## config.mk

```make
export PLATFORM = sky130hd
export DESIGN_NAME = haptics_packet_deframer
export DESIGN_NICKNAME = d
export VERILOG_FILES = /design/src/rtl/hpd_pkg.sv /design/src/rtl/haptics_packet_deframer.sv
export SDC_FILE = /design/constraint.sdc
export NUM_CORES = 2
export LEC_CHECK = 0
export BUFFER_PORTS_ARGS = -buffer_cell sky130_fd_sc_hd__buf_2
export CORE_MARGIN = 2
export CORE_UTILIZATION = 25
export CTS_CLUSTER_DIAMETER = 40
export DETAILED_ROUTE_END_ITERATION = 6
export SETUP_SLACK_MARGIN = 0.3
export SYNTH_ARGS = -nofsm -noshare
export SYNTH_HDL_FRONTEND = slang
export SYNTH_SLANG_ARGS = --single-unit
```

## constraint.sdc

```tcl
create_clock -name clk -period 10.9 [get_ports clk]
set_clock_uncertainty 0.1 [all_clocks]
set_input_delay 2.18 -clock clk [delete_from_list [all_inputs] [get_ports clk]]
set_output_delay 2.18 -clock clk [all_outputs]
set_load 0.1 [all_outputs]
```

## src/rtl/hpd_pkg.sv

```systemverilog
// ----------------------------------------------------------------------------
// hpd_pkg: shared definitions for the haptics packet deframer
// Header layout, status codes, result kinds, register indices and the result word layout.
// ----------------------------------------------------------------------------
package hpd_pkg;

  localparam int HDR_BYTES = 32;
  localparam int MAX_FRAMES_DEF = 64;
  localparam int CHANNELS_DEF = 2;

  // Byte offsets of the header fields.
  localparam int OFS_VERSION = 4;
  localparam int OFS_STREAM = 8;
  localparam int OFS_SEQUENCE = 12;
  localparam int OFS_TIMESTAMP = 20;
  localparam int OFS_FRAMES = 28;
  localparam int OFS_RESERVED = 30;

  typedef enum logic [3:0] {
    STAT_OK        = 4'd0,
    STAT_LENGTH    = 4'd1,
    STAT_MAGIC     = 4'd2,
    STAT_RESERVED  = 4'd3,
    STAT_COUNT     = 4'd4,
    STAT_VERSION   = 4'd5,
    STAT_ZERO_ID   = 4'd6,
    STAT_FRAMES    = 4'd7,
    STAT_NONFINITE = 4'd8
  } status_t;

  localparam logic KIND_SAMPLE = 1'b0;
  localparam logic KIND_END = 1'b1;

  localparam logic CFG_MAGIC = 1'b0;
  localparam logic CFG_VERSION = 1'b1;

  typedef struct packed {
    logic        item_kind;
    logic [31:0] sample_bits;
    logic [6:0]  sample_index;
    logic [3:0]  status;
    logic [31:0] stream_ident;
    logic [63:0] sequence_res;
    logic [63:0] timestamp_ns;
    logic [15:0] frame_total;
  } result_t;

endpackage

```

## src/rtl/haptics_packet_deframer.sv

```systemverilog
// ----------------------------------------------------------------------------
// haptics_packet_deframer: byte-stream deframer for haptics sample packets
// Collects a 32-byte header, emits each 4-byte sample word and ends every
// packet with a status word carrying the header fields.
// ----------------------------------------------------------------------------
// Usage:
//   The input channel (in_valid / in_stall) moves one packet byte per word,
//   with last_byte set on the final byte. The output channel (out_valid /
//   out_stall) moves result words: sample words (item_kind 0) and one end
//   word (item_kind 1) per packet, carrying the status and header fields.
//   Consumers discard a packet's samples when its end status is nonzero.
//   magic_word and expected_version are to be written through cfg_write only
//   while the block is idle; the block itself does not enforce this.
//   Each result is registered in the output queue before it reaches the output.
//   Throughput is one byte per cycle while in_stall is low; each byte needs
//   only a position compare and a register load. A final byte that also
//   completes a sample pushes two words into the four-entry output queue,
//   which then drains one word per cycle while out_stall is low.
//   in_stall rises while the queue holds more than two words, so a stalled
//   receiver backs up into the byte stream without loss.
//   Reset empties the queue, clears the packet state and restores the
//   registers to magic 0 and version 1.
// ----------------------------------------------------------------------------
module haptics_packet_deframer
  import hpd_pkg::*;
#(
  parameter int MAX_FRAMES = MAX_FRAMES_DEF,
  parameter int CHANNELS = CHANNELS_DEF
) (
  input  logic        clk,
  input  logic        rst,
  input  logic        cfg_write,
  input  logic        cfg_index,
  input  logic [31:0] cfg_data,
  input  logic        in_valid,
  output logic        in_stall,
  input  logic [7:0]  data_byte,
  input  logic        last_byte,
  output logic        out_valid,
  input  logic        out_stall,
  output logic        item_kind,
  output logic [31:0] sample_bits,
  output logic [6:0]  sample_index,
  output logic [3:0]  status,
  output logic [31:0] stream_ident,
  output logic [63:0] sequence_res,
  output logic [63:0] timestamp_ns,
  output logic [15:0] frame_total
);

  localparam int MaxBytes = HDR_BYTES + MAX_FRAMES * CHANNELS * 4;
  localparam int POS_W = $clog2(MaxBytes + 2);
  localparam int REL_W = (POS_W > 9) ? POS_W : 9;
  localparam int EXP_W = 16 + $clog2(CHANNELS * 4 + 1) + 1;
  localparam int CMP_W = (EXP_W > POS_W) ? EXP_W : POS_W;
  localparam int QDEPTH = 4;
  localparam int QA_W = $clog2(QDEPTH);
  localparam int QC_W = $clog2(QDEPTH + 1);

  logic [31:0] magic_word;
  logic [31:0] expected_version;

  logic [POS_W-1:0] byte_position, byte_position_next;
  logic [31:0] header_magic, header_magic_next;
  logic [31:0] header_version, header_version_next;
  logic [31:0] header_stream, header_stream_next;
  logic [63:0] header_sequence, header_sequence_next;
  logic [63:0] header_timestamp, header_timestamp_next;
  logic [15:0] header_frames, header_frames_next;
  logic [15:0] reserved_word, reserved_word_next;
  logic [31:0] word_assembly, word_assembly_next;
  logic        nonfinite_seen, nonfinite_seen_next;

  result_t          queue [QDEPTH];
  logic [QA_W-1:0]  head, tail;
  logic [QC_W-1:0]  count;

  logic             in_acc, out_acc;
  logic             sample_fire;
  logic [31:0]      sample_word;
  logic [REL_W-1:0] rel;
  logic [2:0]       seq_lane, ts_lane;
  logic [CMP_W-1:0] len_ext, expect_ext;
  status_t          stat;
  result_t          sample_res, end_res;
  logic [1:0]       push_n;

  assign in_acc = in_valid && !in_stall;
  assign out_acc = out_valid && !out_stall;
  assign in_stall = count > QC_W'(2);
  assign out_valid = count != '0;

  assign rel = REL_W'(byte_position) - REL_W'(HDR_BYTES);
  assign seq_lane = 3'(byte_position[4:0] - 5'(OFS_SEQUENCE));
  assign ts_lane = 3'(byte_position[4:0] - 5'(OFS_TIMESTAMP));

  always_comb begin
    byte_position_next = byte_position;
    header_magic_next = header_magic;
    header_version_next = header_version;
    header_stream_next = header_stream;
    header_sequence_next = header_sequence;
    header_timestamp_next = header_timestamp;
    header_frames_next = header_frames;
    reserved_word_next = reserved_word;
    word_assembly_next = word_assembly;
    nonfinite_seen_next = nonfinite_seen;
    sample_fire = 1'b0;
    sample_word = {data_byte, word_assembly[23:0]};

    if (byte_position < POS_W'(OFS_VERSION)) begin
      header_magic_next[8*byte_position[1:0] +: 8] = data_byte;
    end else if (byte_position < POS_W'(OFS_STREAM)) begin
      header_version_next[8*byte_position[1:0] +: 8] = data_byte;
    end else if (byte_position < POS_W'(OFS_SEQUENCE)) begin
      header_stream_next[8*byte_position[1:0] +: 8] = data_byte;
    end else if (byte_position < POS_W'(OFS_TIMESTAMP)) begin
      header_sequence_next[8*seq_lane +: 8] = data_byte;
    end else if (byte_position < POS_W'(OFS_FRAMES)) begin
      header_timestamp_next[8*ts_lane +: 8] = data_byte;
    end else if (byte_position < POS_W'(OFS_RESERVED)) begin
      header_frames_next[8*byte_position[0] +: 8] = data_byte;
    end else if (byte_position < POS_W'(HDR_BYTES)) begin
      reserved_word_next[8*byte_position[0] +: 8] = data_byte;
    end else if (byte_position < POS_W'(MaxBytes)) begin
      // The header is a multiple of four bytes, so the low position bits
      // give the byte lane within the sample word.
      word_assembly_next[8*byte_position[1:0] +: 8] = data_byte;
      if (byte_position[1:0] == 2'd3) begin
        sample_fire = 1'b1;
        word_assembly_next = '0;
        if (sample_word[30:23] == 8'hFF) begin
          nonfinite_seen_next = 1'b1;
        end
      end
    end

    if (byte_position <= POS_W'(MaxBytes)) begin
      byte_position_next = byte_position + POS_W'(1);
    end

    len_ext = CMP_W'(byte_position_next);
    expect_ext = CMP_W'(HDR_BYTES) + CMP_W'(header_frames_next) * CMP_W'(CHANNELS * 4);

    if (len_ext < CMP_W'(HDR_BYTES) || len_ext > CMP_W'(MaxBytes)) begin
      stat = STAT_LENGTH;
    end else if (header_magic_next != magic_word) begin
      stat = STAT_MAGIC;
    end else if (reserved_word_next != '0) begin
      stat = STAT_RESERVED;
    end else if (len_ext != expect_ext) begin
      stat = STAT_COUNT;
    end else if (header_version_next != expected_version) begin
      stat = STAT_VERSION;
    end else if (header_stream_next == '0) begin
      stat = STAT_ZERO_ID;
    end else if (header_frames_next == '0 || header_frames_next > 16'(MAX_FRAMES)) begin
      stat = STAT_FRAMES;
    end else if (nonfinite_seen_next) begin
      stat = STAT_NONFINITE;
    end else begin
      stat = STAT_OK;
    end

    sample_res = '0;
    sample_res.item_kind = KIND_SAMPLE;
    sample_res.sample_bits = sample_word;
    sample_res.sample_index = rel[8:2];

    end_res = '0;
    end_res.item_kind = KIND_END;
    end_res.status = stat;
    end_res.stream_ident = header_stream_next;
    end_res.sequence_res = header_sequence_next;
    end_res.timestamp_ns = header_timestamp_next;
    end_res.frame_total = header_frames_next;

    push_n = 2'({1'b0, sample_fire} + {1'b0, last_byte});

    // The end word uses the header including this byte; then the packet
    // state starts over.
    if (last_byte) begin
      byte_position_next = '0;
      header_magic_next = '0;
      header_version_next = '0;
      header_stream_next = '0;
      header_sequence_next = '0;
      header_timestamp_next = '0;
      header_frames_next = '0;
      reserved_word_next = '0;
      word_assembly_next = '0;
      nonfinite_seen_next = 1'b0;
    end
  end

  always_ff @(posedge clk) begin
    if (rst) begin
      magic_word <= '0;
      expected_version <= 32'd1;
    end else if (cfg_write) begin
      case (cfg_index)
        CFG_MAGIC:   magic_word <= cfg_data;
        CFG_VERSION: expected_version <= cfg_data;
        default:     magic_word <= magic_word;
      endcase
    end
  end

  always_ff @(posedge clk) begin
    if (rst) begin
      byte_position <= '0;
      header_magic <= '0;
      header_version <= '0;
      header_stream <= '0;
      header_sequence <= '0;
      header_timestamp <= '0;
      header_frames <= '0;
      reserved_word <= '0;
      word_assembly <= '0;
      nonfinite_seen <= 1'b0;
    end else if (in_acc) begin
      byte_position <= byte_position_next;
      header_magic <= header_magic_next;
      header_version <= header_version_next;
      header_stream <= header_stream_next;
      header_sequence <= header_sequence_next;
      header_timestamp <= header_timestamp_next;
      header_frames <= header_frames_next;
      reserved_word <= reserved_word_next;
      word_assembly <= word_assembly_next;
      nonfinite_seen <= nonfinite_seen_next;
    end
  end

  // Output queue: up to two words enter per byte, one word leaves per cycle while out_stall is low.
  always_ff @(posedge clk) begin
    if (in_acc) begin
      if (sample_fire) begin
        queue[tail] <= sample_res;
        if (last_byte) begin
          queue[tail + QA_W'(1)] <= end_res;
        end
      end else if (last_byte) begin
        queue[tail] <= end_res;
      end
    end
  end

  always_ff @(posedge clk) begin
    if (rst) begin
      head <= '0;
      tail <= '0;
      count <= '0;
    end else begin
      if (in_acc) begin
        tail <= tail + QA_W'(push_n);
      end
      if (out_acc) begin
        head <= head + QA_W'(1);
      end
      count <= count + (in_acc ? QC_W'(push_n) : '0) - (out_acc ? QC_W'(1) : '0);
    end
  end

  assign item_kind = queue[head].item_kind;
  assign sample_bits = queue[head].sample_bits;
  assign sample_index = queue[head].sample_index;
  assign status = queue[head].status;
  assign stream_ident = queue[head].stream_ident;
  assign sequence_res = queue[head].sequence_res;
  assign timestamp_ns = queue[head].timestamp_ns;
  assign frame_total = queue[head].frame_total;

  a_queue_bound: assert property (@(posedge clk) disable iff (rst)
    count <= QC_W'(QDEPTH))
    else $error("output queue count exceeds its depth");

  a_end_queued: assert property (@(posedge clk) disable iff (rst)
    in_acc && last_byte |=> count != '0)
    else $error("final byte accepted but no end word queued");

  a_end_clears: assert property (@(posedge clk) disable iff (rst)
    in_acc && last_byte |=> byte_position == '0 && !nonfinite_seen)
    else $error("packet state not cleared after final byte");

  a_pos_saturates: assert property (@(posedge clk) disable iff (rst)
    byte_position <= POS_W'(MaxBytes + 1))
    else $error("byte position beyond saturation value");

  a_nonfinite_payload: assert property (@(posedge clk) disable iff (rst)
    nonfinite_seen |-> byte_position > POS_W'(HDR_BYTES))
    else $error("nonfinite flag set while still in header");

endmodule

```

---- Word level (Yosys, flattened, before mapping) ----
Memories as Yosys holds them, arrays and structs flattened. A register that Yosys moved wholly into a read port is not among the register bits.
Cells that the tools add are included.
cells by class
  reductions and logical operators ........ 14
  order comparisons ....................... 13
  $add $sub $neg .......................... 15
  mux-type cells .......................... 98
  shifts and indexed selects .............. 8
  bitwise logic cells ..................... 2
  equality and inequality tests ........... 12
operators with widths
  kind                       number
  $mux W64                   11
  $mux W32                   19
  $mux W16                   15
  $mux W220                  1
  $bwmux W32                 4
  $bwmux W64                 2
  $shift A8 B34 Y64 const A  2
  $shiftx A8 B34 Y64         2
  $neg A6 Y34                2
  $ne A32 B32 Y1             2
  $neg A4 Y34                1
  $neg A5 Y34                1
  $shift A8 B34 Y16 const A  1
  $shift A8 B34 Y32 const A  1
  $shiftx A8 B34 Y16         1
  $shiftx A8 B34 Y32         1
  $bwmux W16                 2
  $logic_not A32 Y1          1
  $mux W4                    8
  $mux W1                    31
  $lt A10 B5 Y1 const B      3
  $add A6 B19 Y20 const A    1
  $lt A10 B4 Y1 const B      2
  $lt A10 B6 Y1 const B      2
  31 further kinds           46
storage, ports and cells
  memory bits (writable) .................. 880
  memories ................................ 1
  bits of input ports ..................... 47
  output and inout port bits .............. 222
  register bits ........................... 370
  word-level logic and storage cells ...... 178
memories
  memory  words  width  rd ports  clocked after Yosys merged registers in  wr ports  RTL line                       RTL
  queue   4      220    1         1                                        2         haptics_packet_deframer.sv:74  result_t queue [QDEPTH];

---- Longest topological paths before layout ----
  depth after elaboration ................. 20
  depth in mapped cells ................... 17
  mapped depth without buffers ............ 13

---- Worst setup path before layout ----
OpenSTA, ideal clock, no wires.
  kind .................................... input port to flip-flop
  from .................................... input last_byte
  to ...................................... memory queue[2][0] in the netlist's numbering, enable pin
  required time ........................... 10.228 ns
  arrival time ............................ 7.508 ns
  path buffers ............................ 1
  stages on the path ...................... 5
  setup slack ............................. 2.720 ns
  setup time .............................. 0.572 ns
  cell sequence ........................... ha_1 nand2_1 nor3b_1 clkbuf_1 nand2b_1
RTL lines
  item             RTL line                       RTL
  start, declared  haptics_packet_deframer.sv:38  input logic last_byte,
  end, declared    haptics_packet_deframer.sv:74

==> run_results.csv <==
group,metric,value,unit
yosys,synthesis.nets,5040,
floorplan,start_util,25.2,%
power_and_ir_drop,seq_power_share,36.3,%
yosys,yosysUniqueCellTypes,87,
timing,layout_min_cycle_time,6410,ps
route,avgViaCountPerCell,5.02,
hold_path,holdPathStages,2,
clocking,post_cts.repair.setup_buffers,0,
route,dr_total_vias,40500,
yosys,syn_area_per_cell,11.0,sq um
clocking,ctsHoldBuffers,0,
status,violations,"DRC",
timing,final_hold_viol_count,0,
clocking,clock-sinks,1244,
yosys,yosys.area.top_type_share,39.4,%
yosys,async_flop_share,0,%
power_and_ir_drop,p_sw_share,39.0,%
clocking,post_cts_resized,0,
timing,final_max_slew_viol_count,0,
power_and_ir_drop,p_sw,5.60,mW
global_routing,grt_max_degree,203,
global_routing,grt_pass1_vias,38600,
timing,rsz0062_at_grt,"false",
critical_path,crit_path_start_kind,"register",
power_and_ir_drop,irDropWorstVdd,0.177,mV
floorplan,ios,269,
clocking,root_buffer,"clkbuf_16",
critical_path,cpPeakStageDelay,780,ps
cells_and_area,layout.cells.non_filler,8062,
cells_and_area,fillCellCount,22200,
global_routing,grt-ovfl-total,0,
placement,place.detailed.hpwl,115,mm
timing,slew_headroom,10.1,%
clocking,cts_tree,"yes",
floorplan,rows,171,
clocking,clk_latency,790,ps
critical_path,critPathRequiredTime,8620,ps
route,ant_nets,0,
clocking,cts_buffers,142,
critical_path,crit_path_end_kind,"primary output",
cells_and_area,multi_input_area,21200,sq um
yosys,yosysSeqAreaShare,58.5,%
status,status,"finished, violations left",
yosys,yosys.area.top_type,"edfxtp_1",
global_routing,antenna_found_initial,26,
floorplan,coreArea,218000,sq um
power_and_ir_drop,power.share.clock,33.9,%
route,wire_per_inst,23.0,um
critical_path,worstRegToRegCells,11,
timing,post-route-period-util,58.8,%
critical_path,crit_type,"reg2out",
floorplan,dieArea,223000,sq um
cells_and_area,area_delta_synth_final,16.7,%
cells_and_area,drive_above_1_share,16.9,%
clocking,clockBufferDepth,3,
power_and_ir_drop,power.total,14.4,mW
route,wl,185,mm
placement,placed_cells,7799,
yosys,synthCells,4974,
yosys,ys_seq_elements,1244,
yosys,synth_top_cells_by_area,"edfxtp_1 39%, dfxtp_1 19%, mux4_2 9.0%, nor2_1 8.3%, a21oi_1 4.1%",
route,drc_errors,3,
global_routing,grt_use_total,16.0,%
yosys,synthFlopType,"edfxtp_1",
route,drt_iter0_drc,4487,
placement,place.port_buffers,268,
floorplan,die_w,472,um
power_and_ir_drop,p_int,8.77,mW
power_and_ir_drop,combPwrFrac,29.8,%
timing,finalSetupViolations,0,
floorplan,fp.dieH,472,um
critical_path,path_cells,"buf_4, buf_12, mux4_2, buf_2",
yosys,yosysWarnings,0,
cells_and_area,regArea,32100,sq um
hold_path,hp-class,"reg2reg",
cells_and_area,nets,5155,
route,first_pass_iters,7,
cells_and_area,final_common_cell,"nor2_1",
critical_path,arrival,4130,ps
timing,tns,0,ps
clocking,clk_pin_slew,60,ps
placement,routabilityCongestion,0.888,
power_and_ir_drop,power.density,225,nW/um^2
timing,fmax,156,MHz
yosys,syn_area,54900,sq um
global_routing,grt_pass1_wl,268,mm
timing,worst-slew-pin-transition,1340,ps
power_and_ir_drop,power.leakage,21.1,nW
critical_path,crit_fanout,144,
critical_path,slowest_stage,"dfxtp_4",
clocking,htree_levels,4,
yosys,synth_edf_count,720,
job,cap_violations,0,
cells_and_area,final_cell_mix,"1218 x nor2_1, 720 x edfxtp_1, 521 x dfxtp_1",
## worst max-delay path: cells and delay by family, from the launching register on
kind	cells	cell delay, ps
mux	1	500
flops	1	780
buf+inv	3	1910
## power groups by stage
| stage | Sequential [mW] | Clock (mW) | Combinational, mW |
|---|---|---|---|
| 2_1_floorplan | 5.28 | 0 | 3.30 |
| 3_3_place_gp | 5.31 | 0 | 4.36 |
| 3_5_place_dp | 5.32 | 0 | 4.36 |
| 4_1_cts | 5.22 | 4.94 | 4.37 |
| 5_1_grt | 5.23 | 5.13 | 4.43 |
| 6_report | 5.22 | 4.87 | 4.28 |
## Yosys cell counts (all sizes together), types with 7 or more instances
cell type / count
a211oi: 8
a21oi: 452
a22oi: 122
a31oi: 16
and2: 30
and3: 19
and4b: 11
buf: 94
clkbuf: 294
dfxtp: 524
edfxtp: 720
ha: 18
inv: 46
mux2: 7
mux2i: 171
mux4: 220
nand2: 366
nand2b: 30
nand3: 174
nand4: 40
nand4b: 9
nor2: 1226
nor2b: 25
nor3: 60
nor3b: 8
nor4: 26
nor4bb: 21
o21ai: 44
o22ai: 7
o31ai: 20
or3: 11
or4: 7
xnor2: 38
xor2: 30
## metrics by stage
stage               hold WS (ps)  setup slack, ps  area (sq um)  util [%]
finish                       350             4490         64000      29.4
global route                 373             4370         64000      29.4
CTS                          351             4410         64000      29.4
detailed placement           344             4430         59200      27.2
global placement             329             4460         59200      27.2
floorplan                    318             2720         54900         -
## cells by family after synthesis
group	Yosys count	synth area share, %
adder cells (fa/ha/maj)	19	0.447
AND/OR/NAND/NOR	2090	16.8
multiplexers	398	12.3
AO/OA/AOI/OAI	716	7.67
buffers and inverters	439	3.14
XOR/XNOR	68	1.09
flip-flops	1244	58.5
## final timing paths
path	from	end	slack, ps
worst min-delay path	queue[3][185]$_SDFFE_PP0P_	queue[3][185]$_SDFFE_PP0P_	350
worst max-delay path	register	sequence_res[2]	4490
worst min register to register	queue[3][185]$_SDFFE_PP0P_	queue[3][185]$_SDFFE_PP0P_	350
worst max register to register	byte_position[0]$_SDFFE_PP0P_	queue[3][179]$_DFFE_PP_	4830
## flip-flops by register name, indices dropped and copies added (netlist names), named ones only
register,flops
queue,880
header_sequence,64
header_timestamp,64
expected_version,32
header_magic,32
header_stream,32
header_version,32
magic_word,32
word_assembly,24
header_frames,16
reserved_word,16
byte_position,10
count,3
head,2
tail,2
nonfinite_seen,1
## routing by layer
| metal | global-route usage (%) | vias up | share of wire, % |
|---|---|---|---|
| met1 | 21.8 | 20200 | 42 |
| met5 | 0 | - | 0.013 |
| met3 | 3.19 | 325 | 8.7 |
| li1 | - | 18100 | - |
| met4 | 5.63 | 4 | 3.3 |
| met2 | 25.2 | 1920 | 46 |
## layout make-up
| cell class | count | area share [%] |
|---|---|---|
| Sequential cell | 1244 | 50.2 |
| Multi-Input combinational cell | 3291 | 33.1 |
| Clock buffer | 189 | 6.21 |
| Tap cell | 2854 | 5.58 |
| Timing Repair Buffer | 359 | 3.35 |
| Clock inverter | 71 | 1.27 |
| Inverter | 51 | 0.299 |
| Antenna cell | 3 | 0.0117 |
Power figures use the tool's default switching activity.
